## config.mk

```make
export PLATFORM = sky130hd
export DESIGN_NAME = cpu_6502_instruction_execute_top
export DESIGN_NICKNAME = d
export VERILOG_FILES = /design/src/rtl/core/c6502x_pkg.sv /design/src/rtl/core/c6502x_alu.sv /design/src/rtl/core/c6502x_out.sv /design/src/rtl/core/cpu_6502_instruction_execute_top.sv
export SDC_FILE = /design/constraint.sdc
export NUM_CORES = 1
export LEC_CHECK = 0
export ABC_AREA = 0
export BUFFER_PORTS_ARGS = -buffer_cell sky130_fd_sc_hd__buf_2
export CAP_MARGIN = 20
export CORE_UTILIZATION = 45
export DETAILED_ROUTE_END_ITERATION = 10
export GPL_TIMING_DRIVEN = 1
export PLACE_DENSITY = 0.71
export SLEW_MARGIN = 20
export SYNTH_ARGS = -nofsm -noshare
export SYNTH_HDL_FRONTEND = slang
export SYNTH_SLANG_ARGS = --single-unit
```

## constraint.sdc

```tcl
create_clock -name aclk -period 11.55 [get_ports aclk]
set_input_delay 2.31 -clock aclk [delete_from_list [all_inputs] [get_ports aclk]]
set_output_delay 2.31 -clock aclk [all_outputs]
set_load 0.05 [all_outputs]
```

## src/rtl/core/c6502x_pkg.sv

```systemverilog
// ============================================================================
// c6502x_pkg
// Shared types, opcode numbering and flag constants for the 6502 execute block.
// ============================================================================
package c6502x_pkg;

    localparam int InBits  = 96;
    localparam int OutBits = 88;

    localparam logic [7:0] P_C = 8'h01;
    localparam logic [7:0] P_Z = 8'h02;
    localparam logic [7:0] P_I = 8'h04;
    localparam logic [7:0] P_D = 8'h08;
    localparam logic [7:0] P_B = 8'h10;
    localparam logic [7:0] P_U = 8'h20;
    localparam logic [7:0] P_V = 8'h40;
    localparam logic [7:0] P_N = 8'h80;

    localparam logic [7:0] SP_RESET = 8'hFD;
    localparam logic [7:0] P_RESET  = 8'h24;
    localparam logic [3:0] MODE_ACC = 4'd12;

    typedef enum logic [5:0] {
        OP_LDA, OP_LDX, OP_LDY, OP_STA, OP_STX, OP_STY, OP_TAX, OP_TAY,
        OP_TXA, OP_TYA, OP_TSX, OP_TXS, OP_PHA, OP_PHP, OP_PLA, OP_PLP,
        OP_AND, OP_EOR, OP_ORA, OP_BIT, OP_ADC, OP_SBC, OP_CMP, OP_CPX,
        OP_CPY, OP_INC, OP_DEC, OP_INX, OP_INY, OP_DEX, OP_DEY, OP_ASL,
        OP_LSR, OP_ROL, OP_ROR, OP_JMP, OP_JSR, OP_RTS, OP_BCC, OP_BCS,
        OP_BEQ, OP_BNE, OP_BMI, OP_BPL, OP_BVS, OP_BVC, OP_CLC, OP_CLD,
        OP_CLI, OP_CLV, OP_SEC, OP_SED, OP_SEI, OP_NOP, OP_BRK, OP_RTI
    } op_t;

    typedef struct packed {
        logic [7:0] a;
        logic [7:0] x;
        logic [7:0] y;
        logic [7:0] sp;
        logic [7:0] p;
    } regs_t;

    // One executed instruction: up to three writes plus final state
    typedef struct packed {
        logic [1:0]  wr_cnt;
        logic [15:0] wa0;
        logic [7:0]  wd0;
        logic [15:0] wa1;
        logic [7:0]  wd1;
        logic [15:0] wa2;
        logic [7:0]  wd2;
        logic [15:0] pc;
        regs_t       regs;
        logic        fault;
    } exec_t;

    // Legal addressing mode mask per action code
    function automatic logic [15:0] legal_modes(input logic [5:0] act);
        logic [15:0] m;
        case (act)
            6'd0, 6'd16, 6'd17, 6'd18, 6'd20, 6'd21, 6'd22: m = 16'h0377;
            6'd1:                m = 16'h005B;
            6'd2:                m = 16'h0037;
            6'd3:                m = 16'h0376;
            6'd4:                m = 16'h001A;
            6'd5:                m = 16'h0016;
            6'd19:               m = 16'h0012;
            6'd23, 6'd24:        m = 16'h0013;
            6'd25, 6'd26:        m = 16'h0036;
            6'd31, 6'd32, 6'd33, 6'd34: m = 16'h1036;
            6'd35:               m = 16'h0090;
            6'd36:               m = 16'h0010;
            6'd38, 6'd39, 6'd40, 6'd41, 6'd42, 6'd43, 6'd44, 6'd45: m = 16'h0400;
            6'd56, 6'd57, 6'd58, 6'd59, 6'd60, 6'd61, 6'd62, 6'd63: m = 16'h0000;
            default:             m = 16'hFFFF;
        endcase
        return m;
    endfunction

    function automatic logic [7:0] set_nz(input logic [7:0] p, input logic [7:0] v);
        return (p & ~(P_N | P_Z)) | (v & P_N) | ((v == 8'd0) ? P_Z : 8'd0);
    endfunction

endpackage

```

## src/rtl/core/c6502x_alu.sv

```systemverilog
// ============================================================================
// c6502x_alu
// Combinational execute of one instruction against the current registers.
// ============================================================================
module c6502x_alu
    import c6502x_pkg::*;
(
    input  logic [5:0]  action,
    input  logic [3:0]  addressing_mode,
    input  logic [7:0]  operand_value,
    input  logic [15:0] operand_address,
    input  logic [15:0] next_pc,
    input  logic [7:0]  stack_byte_one,
    input  logic [7:0]  stack_byte_two,
    input  logic [7:0]  stack_byte_three,
    input  logic [15:0] vector_word,
    input  regs_t       cur,
    output exec_t       res
);

    logic        bad;
    logic [15:0] mask;
    logic [8:0]  sum;
    logic [7:0]  addend;
    logic [7:0]  cmp_r;
    logic [8:0]  cmp_d;
    logic [7:0]  sv;
    logic [7:0]  sr;
    logic        take;
    logic [15:0] ret;
    logic [7:0]  pb;
    logic [7:0]  sp1;
    logic [7:0]  sp2;
    logic [7:0]  sp3;

    always_comb begin
        mask = legal_modes(action);
        bad  = !mask[addressing_mode];
    end

    // Shared arithmetic
    always_comb begin
        addend = (action == OP_SBC) ? ~operand_value : operand_value;
        sum    = {1'b0, cur.a} + {1'b0, addend} + {8'd0, cur.p[0]};
        case (action)
            OP_CPX:  cmp_r = cur.x;
            OP_CPY:  cmp_r = cur.y;
            default: cmp_r = cur.a;
        endcase
        cmp_d = {1'b0, cmp_r} - {1'b0, operand_value};
        sv    = (addressing_mode == MODE_ACC) ? cur.a : operand_value;
        case (action)
            OP_ASL:  sr = {sv[6:0], 1'b0};
            OP_LSR:  sr = {1'b0, sv[7:1]};
            OP_ROL:  sr = {sv[6:0], cur.p[0]};
            default: sr = {cur.p[0], sv[7:1]};
        endcase
        pb  = cur.p | P_B | P_U;
        sp1 = cur.sp - 8'd1;
        sp2 = cur.sp - 8'd2;
        sp3 = cur.sp - 8'd3;
        ret = (action == OP_BRK) ? next_pc + 16'd1 : next_pc - 16'd1;
    end

    always_comb begin
        res       = '0;
        res.pc    = next_pc;
        res.regs  = cur;
        res.fault = bad;
        take      = 1'b0;
        if (!bad) begin
            case (action)
                OP_LDA: begin res.regs.a = operand_value; res.regs.p = set_nz(cur.p, operand_value); end
                OP_LDX: begin res.regs.x = operand_value; res.regs.p = set_nz(cur.p, operand_value); end
                OP_LDY: begin res.regs.y = operand_value; res.regs.p = set_nz(cur.p, operand_value); end
                OP_STA: begin res.wr_cnt = 2'd1; res.wa0 = operand_address; res.wd0 = cur.a; end
                OP_STX: begin res.wr_cnt = 2'd1; res.wa0 = operand_address; res.wd0 = cur.x; end
                OP_STY: begin res.wr_cnt = 2'd1; res.wa0 = operand_address; res.wd0 = cur.y; end
                OP_TAX: begin res.regs.x = cur.a; res.regs.p = set_nz(cur.p, cur.a); end
                OP_TAY: begin res.regs.y = cur.a; res.regs.p = set_nz(cur.p, cur.a); end
                OP_TXA: begin res.regs.a = cur.x; res.regs.p = set_nz(cur.p, cur.x); end
                OP_TYA: begin res.regs.a = cur.y; res.regs.p = set_nz(cur.p, cur.y); end
                OP_TSX: begin res.regs.x = cur.sp; res.regs.p = set_nz(cur.p, cur.sp); end
                OP_TXS: res.regs.sp = cur.x;
                OP_PHA: begin
                    res.wr_cnt = 2'd1; res.wa0 = {8'h01, cur.sp}; res.wd0 = cur.a;
                    res.regs.sp = sp1;
                end
                OP_PHP: begin
                    res.wr_cnt = 2'd1; res.wa0 = {8'h01, cur.sp}; res.wd0 = pb;
                    res.regs.sp = sp1;
                end
                OP_PLA: begin
                    res.regs.sp = cur.sp + 8'd1; res.regs.a = stack_byte_one;
                    res.regs.p = set_nz(cur.p, stack_byte_one);
                end
                OP_PLP: begin
                    res.regs.sp = cur.sp + 8'd1;
                    res.regs.p = (stack_byte_one & ~P_B) | P_U;
                end
                OP_AND: begin res.regs.a = cur.a & operand_value; res.regs.p = set_nz(cur.p, cur.a & operand_value); end
                OP_EOR: begin res.regs.a = cur.a ^ operand_value; res.regs.p = set_nz(cur.p, cur.a ^ operand_value); end
                OP_ORA: begin res.regs.a = cur.a | operand_value; res.regs.p = set_nz(cur.p, cur.a | operand_value); end
                OP_BIT: begin
                    res.regs.p = (cur.p & ~(P_N | P_V | P_Z)) | (operand_value & (P_N | P_V))
                               | (((operand_value & cur.a) == 8'd0) ? P_Z : 8'd0);
                end
                OP_ADC, OP_SBC: begin
                    res.regs.a = sum[7:0];
                    res.regs.p = set_nz(cur.p, sum[7:0]);
                    res.regs.p[0] = sum[8];
                    res.regs.p[6] = ~(cur.a[7] ^ addend[7]) & (cur.a[7] ^ sum[7]);
                end
                OP_CMP, OP_CPX, OP_CPY: begin
                    res.regs.p = set_nz(cur.p, cmp_d[7:0]);
                    res.regs.p[0] = ~cmp_d[8];
                end
                OP_INC: begin
                    res.wr_cnt = 2'd1; res.wa0 = operand_address; res.wd0 = operand_value + 8'd1;
                    res.regs.p = set_nz(cur.p, operand_value + 8'd1);
                end
                OP_DEC: begin
                    res.wr_cnt = 2'd1; res.wa0 = operand_address; res.wd0 = operand_value - 8'd1;
                    res.regs.p = set_nz(cur.p, operand_value - 8'd1);
                end
                OP_INX: begin res.regs.x = cur.x + 8'd1; res.regs.p = set_nz(cur.p, cur.x + 8'd1); end
                OP_INY: begin res.regs.y = cur.y + 8'd1; res.regs.p = set_nz(cur.p, cur.y + 8'd1); end
                OP_DEX: begin res.regs.x = cur.x - 8'd1; res.regs.p = set_nz(cur.p, cur.x - 8'd1); end
                OP_DEY: begin res.regs.y = cur.y - 8'd1; res.regs.p = set_nz(cur.p, cur.y - 8'd1); end
                OP_ASL, OP_LSR, OP_ROL, OP_ROR: begin
                    res.regs.p = set_nz(cur.p, sr);
                    res.regs.p[0] = (action == OP_ASL || action == OP_ROL) ? sv[7] : sv[0];
                    if (addressing_mode == MODE_ACC) begin
                        res.regs.a = sr;
                    end else begin
                        res.wr_cnt = 2'd1; res.wa0 = operand_address; res.wd0 = sr;
                    end
                end
                OP_JMP: res.pc = operand_address;
                OP_JSR: begin
                    res.wr_cnt = 2'd2;
                    res.wa0 = {8'h01, cur.sp}; res.wd0 = ret[15:8];
                    res.wa1 = {8'h01, sp1};    res.wd1 = ret[7:0];
                    res.regs.sp = sp2;
                    res.pc = operand_address;
                end
                OP_RTS: begin
                    res.regs.sp = cur.sp + 8'd2;
                    res.pc = {stack_byte_two, stack_byte_one} + 16'd1;
                end
                OP_BCC: take = !cur.p[0];
                OP_BCS: take = cur.p[0];
                OP_BEQ: take = cur.p[1];
                OP_BNE: take = !cur.p[1];
                OP_BMI: take = cur.p[7];
                OP_BPL: take = !cur.p[7];
                OP_BVS: take = cur.p[6];
                OP_BVC: take = !cur.p[6];
                OP_CLC: res.regs.p = cur.p & ~P_C;
                OP_CLD: res.regs.p = cur.p & ~P_D;
                OP_CLI: res.regs.p = cur.p & ~P_I;
                OP_CLV: res.regs.p = cur.p & ~P_V;
                OP_SEC: res.regs.p = cur.p | P_C;
                OP_SED: res.regs.p = cur.p | P_D;
                OP_SEI: res.regs.p = cur.p | P_I;
                OP_BRK: begin
                    res.wr_cnt = 2'd3;
                    res.wa0 = {8'h01, cur.sp}; res.wd0 = ret[15:8];
                    res.wa1 = {8'h01, sp1};    res.wd1 = ret[7:0];
                    res.wa2 = {8'h01, sp2};    res.wd2 = pb;
                    res.regs.sp = sp3;
                    res.regs.p = cur.p | P_I;
                    res.pc = vector_word;
                end
                OP_RTI: begin
                    res.regs.sp = cur.sp + 8'd3;
                    res.regs.p = (stack_byte_one & ~P_B) | P_U;
                    res.pc = {stack_byte_three, stack_byte_two};
                end
                default: ;
            endcase
            if (take) begin
                res.pc = next_pc + {{8{operand_value[7]}}, operand_value};
            end
        end
    end

endmodule

```

## src/rtl/core/c6502x_out.sv

```systemverilog
// ============================================================================
// c6502x_out
// Result holding register; splits one instruction into its write transactions.
// ============================================================================
module c6502x_out
    import c6502x_pkg::*;
(
    input  logic               aclk,
    input  logic               aresetn,
    input  logic               load,
    input  exec_t              res_in,
    output logic               busy,
    output logic               done,
    output logic               m_axis_tvalid,
    input  logic               m_axis_tready,
    output logic [OutBits-1:0] m_axis_tdata,
    output logic               m_axis_tlast
);

    exec_t       hold_reg;
    logic        valid_reg;
    logic [1:0]  idx_reg;
    logic [1:0]  cnt;
    logic        is_last;
    logic        wv;
    logic [15:0] wa;
    logic [7:0]  wd;

    always_comb begin
        cnt     = (hold_reg.wr_cnt == 2'd0) ? 2'd1 : hold_reg.wr_cnt;
        is_last = (idx_reg == cnt - 2'd1);
        wv      = (hold_reg.wr_cnt != 2'd0);
        case (idx_reg)
            2'd0:    begin wa = hold_reg.wa0; wd = hold_reg.wd0; end
            2'd1:    begin wa = hold_reg.wa1; wd = hold_reg.wd1; end
            default: begin wa = hold_reg.wa2; wd = hold_reg.wd2; end
        endcase
        if (!wv) begin
            wa = 16'd0;
            wd = 8'd0;
        end
        done = valid_reg && m_axis_tready && is_last;
        busy = valid_reg && !done;
    end

    // Walk the write list, then take the next instruction
    always_ff @(posedge aclk) begin
        if (!aresetn) begin
            valid_reg <= 1'b0;
            idx_reg   <= 2'd0;
        end else if (load) begin
            valid_reg <= 1'b1;
            idx_reg   <= 2'd0;
        end else if (done) begin
            valid_reg <= 1'b0;
            idx_reg   <= 2'd0;
        end else if (valid_reg && m_axis_tready) begin
            idx_reg <= idx_reg + 2'd1;
        end
    end

    always_ff @(posedge aclk) begin
        if (load) begin
            hold_reg <= res_in;
        end
    end

    assign m_axis_tvalid = valid_reg;
    assign m_axis_tlast  = is_last;
    assign m_axis_tdata  = {6'd0, hold_reg.fault, hold_reg.regs.p, hold_reg.regs.sp,
                            hold_reg.regs.y, hold_reg.regs.x, hold_reg.regs.a,
                            hold_reg.pc, wd, wa, wv};

endmodule

```

## src/rtl/core/cpu_6502_instruction_execute_top.sv

```systemverilog
// ============================================================================
// cpu_6502_instruction_execute_top
// 6502 execute stage, no decimal mode: execute logic, architectural register set, result stage.
// ============================================================================
// Channel  Dir  Fields (tdata, low bit first)
// s_axis   in   action, addressing_mode, operand_value, operand_address, next_pc,
//               stack_byte_one, stack_byte_two, stack_byte_three, vector_word
// m_axis   out  write_valid, write_address, write_data, new_pc, reg_a..reg_p,
//               fault; tlast = last
// One output transaction per memory write (at least one), so an instruction
// yields one to three transactions at the output; a new instruction is taken in the cycle
// its predecessor's last transaction leaves. The architectural registers sit
// in one register set updated on acceptance. Reset: A=X=Y=0, SP=0xFD, P=0x24.
// Output stalls hold the result stage and, through it, the input.
module cpu_6502_instruction_execute_top
    import c6502x_pkg::*;
(
    input  logic               aclk,
    input  logic               aresetn,
    input  logic               s_axis_tvalid,
    output logic               s_axis_tready,
    input  logic [InBits-1:0]  s_axis_tdata,   // see table above
    output logic               m_axis_tvalid,
    input  logic               m_axis_tready,
    output logic [OutBits-1:0] m_axis_tdata,   // see table above
    output logic               m_axis_tlast
);

    regs_t cur_reg;
    exec_t res;
    logic  busy;
    logic  done;
    logic  load;

    assign s_axis_tready = !busy;
    assign load          = s_axis_tvalid && s_axis_tready;

    c6502x_alu u_alu (
        .action           (s_axis_tdata[5:0]),
        .addressing_mode  (s_axis_tdata[9:6]),
        .operand_value    (s_axis_tdata[17:10]),
        .operand_address  (s_axis_tdata[33:18]),
        .next_pc          (s_axis_tdata[49:34]),
        .stack_byte_one   (s_axis_tdata[57:50]),
        .stack_byte_two   (s_axis_tdata[65:58]),
        .stack_byte_three (s_axis_tdata[73:66]),
        .vector_word      (s_axis_tdata[89:74]),
        .cur              (cur_reg),
        .res              (res)
    );

    // Architectural register set
    always_ff @(posedge aclk) begin
        if (!aresetn) begin
            cur_reg <= '{a: 8'd0, x: 8'd0, y: 8'd0, sp: SP_RESET, p: P_RESET};
        end else if (load) begin
            cur_reg <= res.regs;
        end
    end

    c6502x_out u_out (
        .aclk          (aclk),
        .aresetn       (aresetn),
        .load          (load),
        .res_in        (res),
        .busy          (busy),
        .done          (done),
        .m_axis_tvalid (m_axis_tvalid),
        .m_axis_tready (m_axis_tready),
        .m_axis_tdata  (m_axis_tdata),
        .m_axis_tlast  (m_axis_tlast)
    );

endmodule

```

* After elaboration in Yosys (flattened, before gate mapping)
Memories as Yosys holds them, arrays and structs flattened. Index checks and enable logic that the tools add are counted.
Cells by class: add/sub/neg operators 21, magnitude comparators 1, eq/ne operators 57, multiplexer cells 48, bitwise operators 48, reductions and logical operators 49
Operators by type and width (number):
- $pmux W26 S10 | 1
- $pmux W8 S27 | 1
- $or A8 B8 Y8 | 20
- $logic_not A8 Y1 | 18
- $or A7 B8 Y8 | 18
- $eq A6 B6 Y1 const B | 23
- $eq A6 B5 Y1 const B | 16
- $pmux W8 S9 | 1
- $pmux W16 S4 | 1
- $mux W56 | 1
- $pmux W8 S7 | 1
- $eq A6 B4 Y1 const B | 8
- $mux W16 | 3
- $pmux W8 S5 | 1
- $mux W2 | 19
- $mux W17 | 2
- $add A16 B1 Y16 const B | 2
- $add A8 B1 Y8 const B | 4
- $mux W8 | 4
- $pmux W16 S2 | 1
- $pmux W8 S2 | 2
- $pmux W8 S4 | 1
- $sub A8 B1 Y8 const B | 4
- $mux W25 | 1
- other kinds (37) | 71
Word-level totals: register bits after elaboration 160, ROM bits 1024, input bits 100, memories 1
Memory list:
- (no name shown) | words 64, bits a word 16, read ports 1, clocked after Yosys merged registers in 0, wr ports 0, RTL line c6502x_pkg.sv:58 | case (act)

* Longest topological paths before layout
Gate-level depths: netlist (run 1).
depth after elaboration 10, depth in mapped cells 19, depth with buffers taken out 16

* By module
A second synthesis (run 1) with hierarchy kept.
Unflattened totals: cells, all modules 1918, area total of the unflattened synthesis 16019.1 sq um
By module, submodules not included:
- c6502x_alu | times used 1, cells an instance 1437, area an instance 9235.1 sq um
- c6502x_out | times used 1, cells an instance 304, area an instance 5083.6 sq um
- cpu_6502_instruction_execute_top | times used 1, cells an instance 177, area an instance 1700.4 sq um

* Worst setup path before layout (run 1)
OpenSTA, ideal clock, no wires.
kind input port to flip-flop, from in m_axis_tready, to reg cur_reg[30] (netlist bit), library setup time 0.088 ns, arrival time 6.881 ns, data required time 11.462 ns, slack 4.580 ns, stages 6, cells stage by stage a21bo_2 nand2_1 inv_1 clkbuf_1 a31oi_1 nor3_1
On the way: word-level cells in the longest chain between the ends 6
Ends and longest elaborated chain:
- start: declaration | RTL line cpu_6502_instruction_execute_top.sv:24 | input logic m_axis_tready,
- $logic_and A1 B1 Y1 (2 in series) | RTL line c6502x_out.sv:42 | done = valid_reg && m_axis_tready && is_last;
- $logic_not A1 Y1 | RTL line c6502x_out.sv:43 | busy = valid_reg && !done;
- $logic_and A1 B1 Y1 | RTL line c6502x_out.sv:43
- $logic_not A1 Y1 | RTL line cpu_6502_instruction_execute_top.sv:35 | assign s_axis_tready = !busy;
- $logic_and A1 B1 Y1 | RTL line cpu_6502_instruction_execute_top.sv:36 | assign load = s_axis_tvalid && s_axis_tready;
- named net load | RTL line cpu_6502_instruction_execute_top.sv:33 | logic load;
- end signal: assignment | RTL line cpu_6502_instruction_execute_top.sv:55 | cur_reg <= '{a: 8'd0, x: 8'd0, y: 8'd0, sp: SP_RESET, p: P_RESET};
- end signal: assignment | RTL line cpu_6502_instruction_execute_top.sv:57 | cur_reg <= res.regs;
- end: declaration | RTL line cpu_6502_instruction_execute_top.sv:29 | regs_t cur_reg;
The timed path passes the listed nets, and every way through them passes these cells. A chain may end at the register's enable or synchronous reset.

==> out/results.ini, run 1 <==
[synth]
ys.flop_type=edfxtp_1
postSynthAreaPerCell_um2=8.37
yosysUniqueCellTypes=105
synthArstFlopShare=0
yosysSeqAreaShare=0.278
postSynthRegisterBits=158
synth.cell_area_um2=15500
syn_inst=1854
synth_edf_count=115
yosys_warnings=0

[floorplanning]
die_w_um=188
dieArea_um2=35200
pin_count=191
num_rows=67
start_util=0.460
die_y_um=188
core_um2=33700

[setup_path]
crit_type=input port to flop
cp_data_required_time_ns=11.77
endpoint_kind=flop
crit_fanout=46
cp.arrival_ns=6.59
start_kind=input port

[detailed_routing]
viasPerCell=6.65
drc=0
drt_iter0_markers=2215
final_antenna_net_count=0
first_pass_iters=8
wl_um=59500
via_count=15516
wl_per_cell_um=25.5

[sta]
fin_skew_ns=0.0130
worst_slew_pin_slew_ns=1.14
max_freq_ghz=0.157
rsz0062_at_grt=no
fin_crit_sh=0.552
setup_viol=0
slew_violations=0
finalSetupTns_ns=0
slew_headroom=0.236
final_hold_viol_count=0
setup_slack_ns=5.17
fin_hold_ws_ns=0.437
period_needed_ns=6.38

[grt]
grt_pass1_vias=14537
grt_pass1_wl_um=88900
antenna_found_initial=1
overflow=0
grt_max_degree=81
grt.total_usage=0.330

[cells_and_area]
final_cell_mix=buf_2 (178), nand2_1 (163), nor2_1 (135)
drive_gt1_frac=0.149
area_delta_synth_final_pct=7.36
fin_util=0.494
fill_cells=3220
layout_commonest_cell=buf_2
nets=2071
largest_reg_flops=58

[place]
gp_congestion=1.01
dp_slack_ns=4.80
io_buffer_count=178
dp_hpwl_um=43500

[cts]
cts_tree=done
cts-root-buf=clkbuf_16
cts_hold_buf=0
cts_sinks=158
insertion_delay_ns=0.47
htreeDepth=4
cts-resized-gates=0
clkTransAtPathRegs_ns=0.07
cts_made_buffers=17
cts_setup_buffers=0
cts_buffer_depth=2

[power]
vdd_drop_max_v=0.000108
leakagePower_uw=0.00648
finalPower_uw=1730
powerDensity_nw_per_um2=104

[run]
cap_violations=0

[min_path]
hold_path_class=flop to flop

[status]
status=finished, final reports clean

worst max-delay path, cell delays in order:
cell and delay (ns):
buf_2 0.60, nor2b_1 0.34, nand3_1 0.45, xnor2_1 0.37
fa_1 0.24, inv_1 0.07, fa_1 0.45, a21o_1 0.19
a21oi_1 0.30, nor2_1 0.07, o31ai_1 0.35, and2_1 0.19
o32a_1 0.18, nand3_1 0.16, mux2_2 0.31
synth_stat cells (all sizes together) (14+ instances only):
cell	count	area [µm²]
xor2	46	403
a222oi	14	140
a21oi	120	601
and2	27	171
o211ai	19	143
a21o	14	105
clkbuf	92	345
nand3	59	295
nand4	22	153
a22oi	66	500
dfxtp	43	861
nand2	165	624
a31oi	21	138
o21ai	70	350
inv	62	233
and3	42	263
ha	96	1200
o22ai	27	169
edfxtp	115	3450
nor3	59	318
buf	116	816
nor2	138	531
mux2	22	251
xnor2	60	526
a211oi	17	138
a22o	16	140
mux2i	21	210
nor4	29	224
nor2b	27	169
a221oi	26	228
cell families after synthesis:
logic type | after synthesis | synth area share
xor gates and xnor gates | 106 | 0.0598
DFF | 158 | 0.278
and+or+nand+nor | 632 | 0.210
other | 1 | 0.000242
adders and majority gates | 102 | 0.0852
AOI/OAI and AO/OA | 540 | 0.246
buffers and inverters | 272 | 0.0903
muxes | 43 | 0.0298
path summary, 6_finish.rpt:
check	start	endpoint	slack (ns)	cells past startpoint
worst max-delay path	s_axis_tdata[2]	u_out.m_axis_tdata[74]$_DFFE_PP_	5.17	15
worst min-delay path	cur_reg[4]$_SDFFE_PN0P_	cur_reg[4]$_SDFFE_PN0P_	0.44	2
worst max register to register	cur_reg[24]$_SDFFE_PN0P_	u_out.m_axis_tdata[74]$_DFFE_PP_	7.87	13
worst min register to register	cur_reg[4]$_SDFFE_PN0P_	cur_reg[4]$_SDFFE_PN0P_	0.44	2
final cells by class:
cell class                 instances  area [µm²]  share of cell area
multi-input combinational       1429        9830               0.591
sequential                       158        4310               0.259
timing repair buffer             199        1050              0.0630
tap                              448         561              0.0337
clock buffer                      17         425              0.0255
inverter                          64         245              0.0147
clock inverter                    15         220              0.0132
antenna                            2        5.00            0.000301
where the power goes:
part           internal [µW]  switching, µW  total [µW]  leakage (µW)
combinational            130            316         446       0.00469
clock                    352            276         628      0.000310
sequential               638           18.3         656       0.00148
through the flow:
step,cell area [µm²],instances
floorplan,15500,1859
global placement,16000,2297
detailed placement,16000,2297
CTS,16600,2329
global route,16700,2331
finish,16700,2332
per-layer routing:
layer / global-route usage / share of wire / vias to the layer above
met5: 0 / 0 / -
met4: 0.158 / 0.051 / 0
met3: 0.0709 / 0.11 / 195
met2: 0.522 / 0.45 / 1044
met1: 0.428 / 0.39 / 7334
li1: - / - / 6943
(Power assumes the default switching activity.)
==> run 2, diff against run 1 <==
--- a/config.mk
+++ b/config.mk
@@ -5,13 +5,13 @@
 export SDC_FILE = /design/constraint.sdc
 export NUM_CORES = 1
 export LEC_CHECK = 0
-export ABC_AREA = 0
+export ABC_AREA = 1
 export BUFFER_PORTS_ARGS = -buffer_cell sky130_fd_sc_hd__buf_2
 export CAP_MARGIN = 20
 export CORE_UTILIZATION = 45
 export DETAILED_ROUTE_END_ITERATION = 10
 export GPL_TIMING_DRIVEN = 1
-export PLACE_DENSITY = 0.71
+export PLACE_DENSITY = 0.74
 export SLEW_MARGIN = 20
 export SYNTH_ARGS = -nofsm -noshare
 export SYNTH_HDL_FRONTEND = slang
==> constraint.sdc (replaced) <==
create_clock -name aclk -period 5.2 [get_ports aclk]
set_input_delay 1.04 -clock aclk [delete_from_list [all_inputs] [get_ports aclk]]
set_output_delay 1.04 -clock aclk [all_outputs]
set_load 0.05 [all_outputs]
==> run 2 against run 1 <==
Compared with the run above:
- non-clock buffer count up 24
- largest cell class unchanged
- synthesized area up 4.1%
- highest routed layer is now met5
- sequential power up 130%
- global-route usage up 3.8 points
- sequential share of layout area down 1.5 points
- final cell count up 31%
- total power up 130%
- count of clock-buffer cells in the layout up 4
- final area up 6.0%
==> out/results.ini, run 2 <==
[status]
status=finished, final reports clean  ; unchanged

[synth]
synth_edf_count=115  ; unchanged
synthArstFlopShare=0  ; unchanged
postSynthRegisterBits=158  ; unchanged
syn_inst=2477  ; was 1,854
postSynthAreaPerCell_um2=6.52  ; was 8.37 µm²
yosysUniqueCellTypes=49  ; was 105
ys.flop_type=edfxtp_1  ; unchanged
synth.area.top_cells=edfxtp_1 (21%), nand2_1 (17%), ha_1 (7.4%)  ; was edfxtp_1 (22%), ha_1 (7.7%), dfxtp_1 (5.5%)
yosys_warnings=0  ; unchanged
synth.cell_area_um2=16200  ; was 15,500 µm²
yosys.area.top_type_share=0.214  ; was 0.223
synth.largest_area_cell=edfxtp_1  ; unchanged
yosysMostFrequentCell=nand2_1  ; unchanged
ys_top_cells_by_count=nand2_1 (741), nor2_1 (256), inv_1 (240)  ; was nand2_1 (163), nor2_1 (135), a21oi_1 (120)
yosysSeqAreaShare=0.267  ; was 0.278

[place]
gp_congestion=1.03  ; was 1.01
dp_hpwl_um=53400  ; was 43,500 µm
io_buffer_count=178  ; unchanged
dp_slack_ns=0.572  ; was 4.80 ns

[sta]
fin_crit_sh=0.819
slew_violations=0  ; unchanged
fin_hold_ws_ns=0.479  ; was 0.437 ns
final_hold_viol_count=0  ; unchanged
rsz0062_at_grt=no  ; unchanged
max_freq_ghz=0.235
slew_headroom=0.294  ; was 0.236
finalSetupTns_ns=0  ; unchanged
setup_slack_ns=0.940  ; was 5.17 ns
fin_skew_ns=0.0134  ; was 0.0130 ns
period_needed_ns=4.26
setup_viol=0  ; unchanged
worst_slew_pin_slew_ns=1.06  ; was 1.14 ns

[floorplanning]
die_w_um=191  ; was 188 µm
core_um2=35500  ; was 33,700 µm²
num_rows=69  ; was 67
pin_count=191  ; unchanged
dieArea_um2=36700  ; was 35,200 µm²
start_util=0.455  ; was 0.460
die_y_um=191  ; was 188 µm

[min_path]
hold_path_class=flop to flop  ; unchanged

[cts]
cts_sinks=158  ; unchanged
cts-resized-gates=0  ; unchanged
cts_setup_buffers=0  ; unchanged
cts_made_buffers=17  ; unchanged
cts_buffer_depth=2  ; unchanged
cts_hold_buf=0  ; unchanged
htreeDepth=4  ; unchanged
clkTransAtPathRegs_ns=0.07  ; about the same
insertion_delay_ns=0.48  ; was 0.47 ns
cts-root-buf=clkbuf_16  ; unchanged
cts_tree=done  ; unchanged

[detailed_routing]
wl_um=68000  ; was 59,500 µm
via_count=18021  ; was 15,516
viasPerCell=5.91  ; was 6.65
final_antenna_net_count=0  ; unchanged
drt_iter0_markers=1932  ; was 2,215
wl_per_cell_um=22.3  ; was 25.5 µm
drc=0  ; unchanged
first_pass_iters=8  ; unchanged

[setup_path]
cp.arrival_ns=4.51  ; was 6.59 ns
start_kind=input port  ; unchanged
crit_fanout=9  ; was 46
crit_type=input port to flop  ; unchanged
endpoint_kind=flop  ; unchanged
cp_data_required_time_ns=5.45  ; was 11.77 ns

[run]
cap_violations=0  ; unchanged

[cells_and_area]
nets=2778  ; was 2,071
seq_area_um2=4310  ; unchanged
antennaDiodeCount=0  ; was 2
final_cell_mix=nand2_1 (741), nor2_1 (254), inv_1 (239)  ; was buf_2 (178), nand2_1 (163), nor2_1 (135)
multi_input_area_um2=9990  ; was 9830 µm²
area_delta_synth_final_pct=9.26  ; was 7.36%
fill_cells=3715  ; was 3,220
layout_commonest_cell=nand2_1  ; was buf_2
largest_reg_flops=58  ; unchanged
drive_gt1_frac=0.118  ; was 0.149

[grt]
grt_max_degree=81  ; unchanged
overflow=0  ; unchanged
antenna_found_initial=1  ; unchanged
grt.total_usage=0.369  ; was 0.330
grt_pass1_vias=16524  ; was 14,537
grt_pass1_wl_um=101000  ; was 88,900 µm

[power]
vdd_drop_max_v=0.000260  ; was 0.000108 V
finalPower_uw=3970  ; was 1730 µW
powerDensity_nw_per_um2=225  ; was 104 nW/µm²
leakagePower_uw=0.00855  ; was 0.00648 µW

## run 2: cell type report
| type | count | share of cell area |
|---|---|---|
| repair buffers | 223 | 0.0696 |
| clock inverters | 11 | 0.00539 |
| flip-flops and latches | 158 | 0.244 |
| well taps | 461 | 0.0327 |
| multi-input cells | 1917 | 0.566 |
| inverters | 259 | 0.0554 |
| clock buffers | 21 | 0.0267 |
## run 2: worst paths after layout
kind | startpoint | end | slack, ns | cells after the start
min reg2reg | u_out.idx_reg[1]$_SDFFE_PP0P_ | u_out.idx_reg[1]$_SDFFE_PP0P_ | 0.48 | 2
max reg2reg | cur_reg[25]$_SDFFE_PN0P_ | u_out.m_axis_tdata[74]$_DFFE_PP_ | 1.74 | 17
min | u_out.idx_reg[1]$_SDFFE_PP0P_ | u_out.idx_reg[1]$_SDFFE_PP0P_ | 0.48 | 2
max | s_axis_tdata[4] | u_out.m_axis_tdata[74]$_DFFE_PP_ | 0.94 | 21
## run 2: where the power goes
group | switching (µW) | total, µW | internal [µW]
registers | 50.3 | 1500 | 1450
clock network | 609 | 1270 | 666
logic | 891 | 1200 | 305
## run 2: cell families after synthesis
logic type,after synthesis,synth area share
simple gates,1328,0.346
compound gates,418,0.154
flops,158,0.267
buf+inv,407,0.116
other cells,1,0.000232
fa+ha+maj,102,0.0818
xor+xnor,63,0.0342
## run 2: per-stage QoR
stage                     std cells  instance area [µm²]   util
final                          3050                17700  0.497
after global routing           3050                17700  0.497
after CTS                      3050                17700  0.497
after detailed placement       3018                17100  0.481
after global placement         3018                17100  0.481
after floorplan                2482                16200      -
## run 2: worst max-delay path, cell delays in order
cell	delay, ns
buf_2	0.20
inv_1	0.11
nor2_1	0.41
nand2_1	0.33
buf_4	0.27
xor2_1	0.15
ha_1	0.36
nand2_1	0.11
inv_1	0.04
a21oi_1	0.27
nand2_1	0.12
nand2_1	0.10
nand2_1	0.06
nand3_1	0.08
nor2_1	0.07
nor2_1	0.11
nand3_1	0.15
nor2_1	0.25
nand2_1	0.15
nand2_1	0.08
inv_1	0.03
## run 2: per-layer routing
layer,track usage,wire length [µm],vias to the layer above
met5,0,13,-
met4,0.185,3510,2
met3,0.0573,5400,181
met2,0.590,30400,912
met1,0.481,28700,8450
li1,-,-,8476
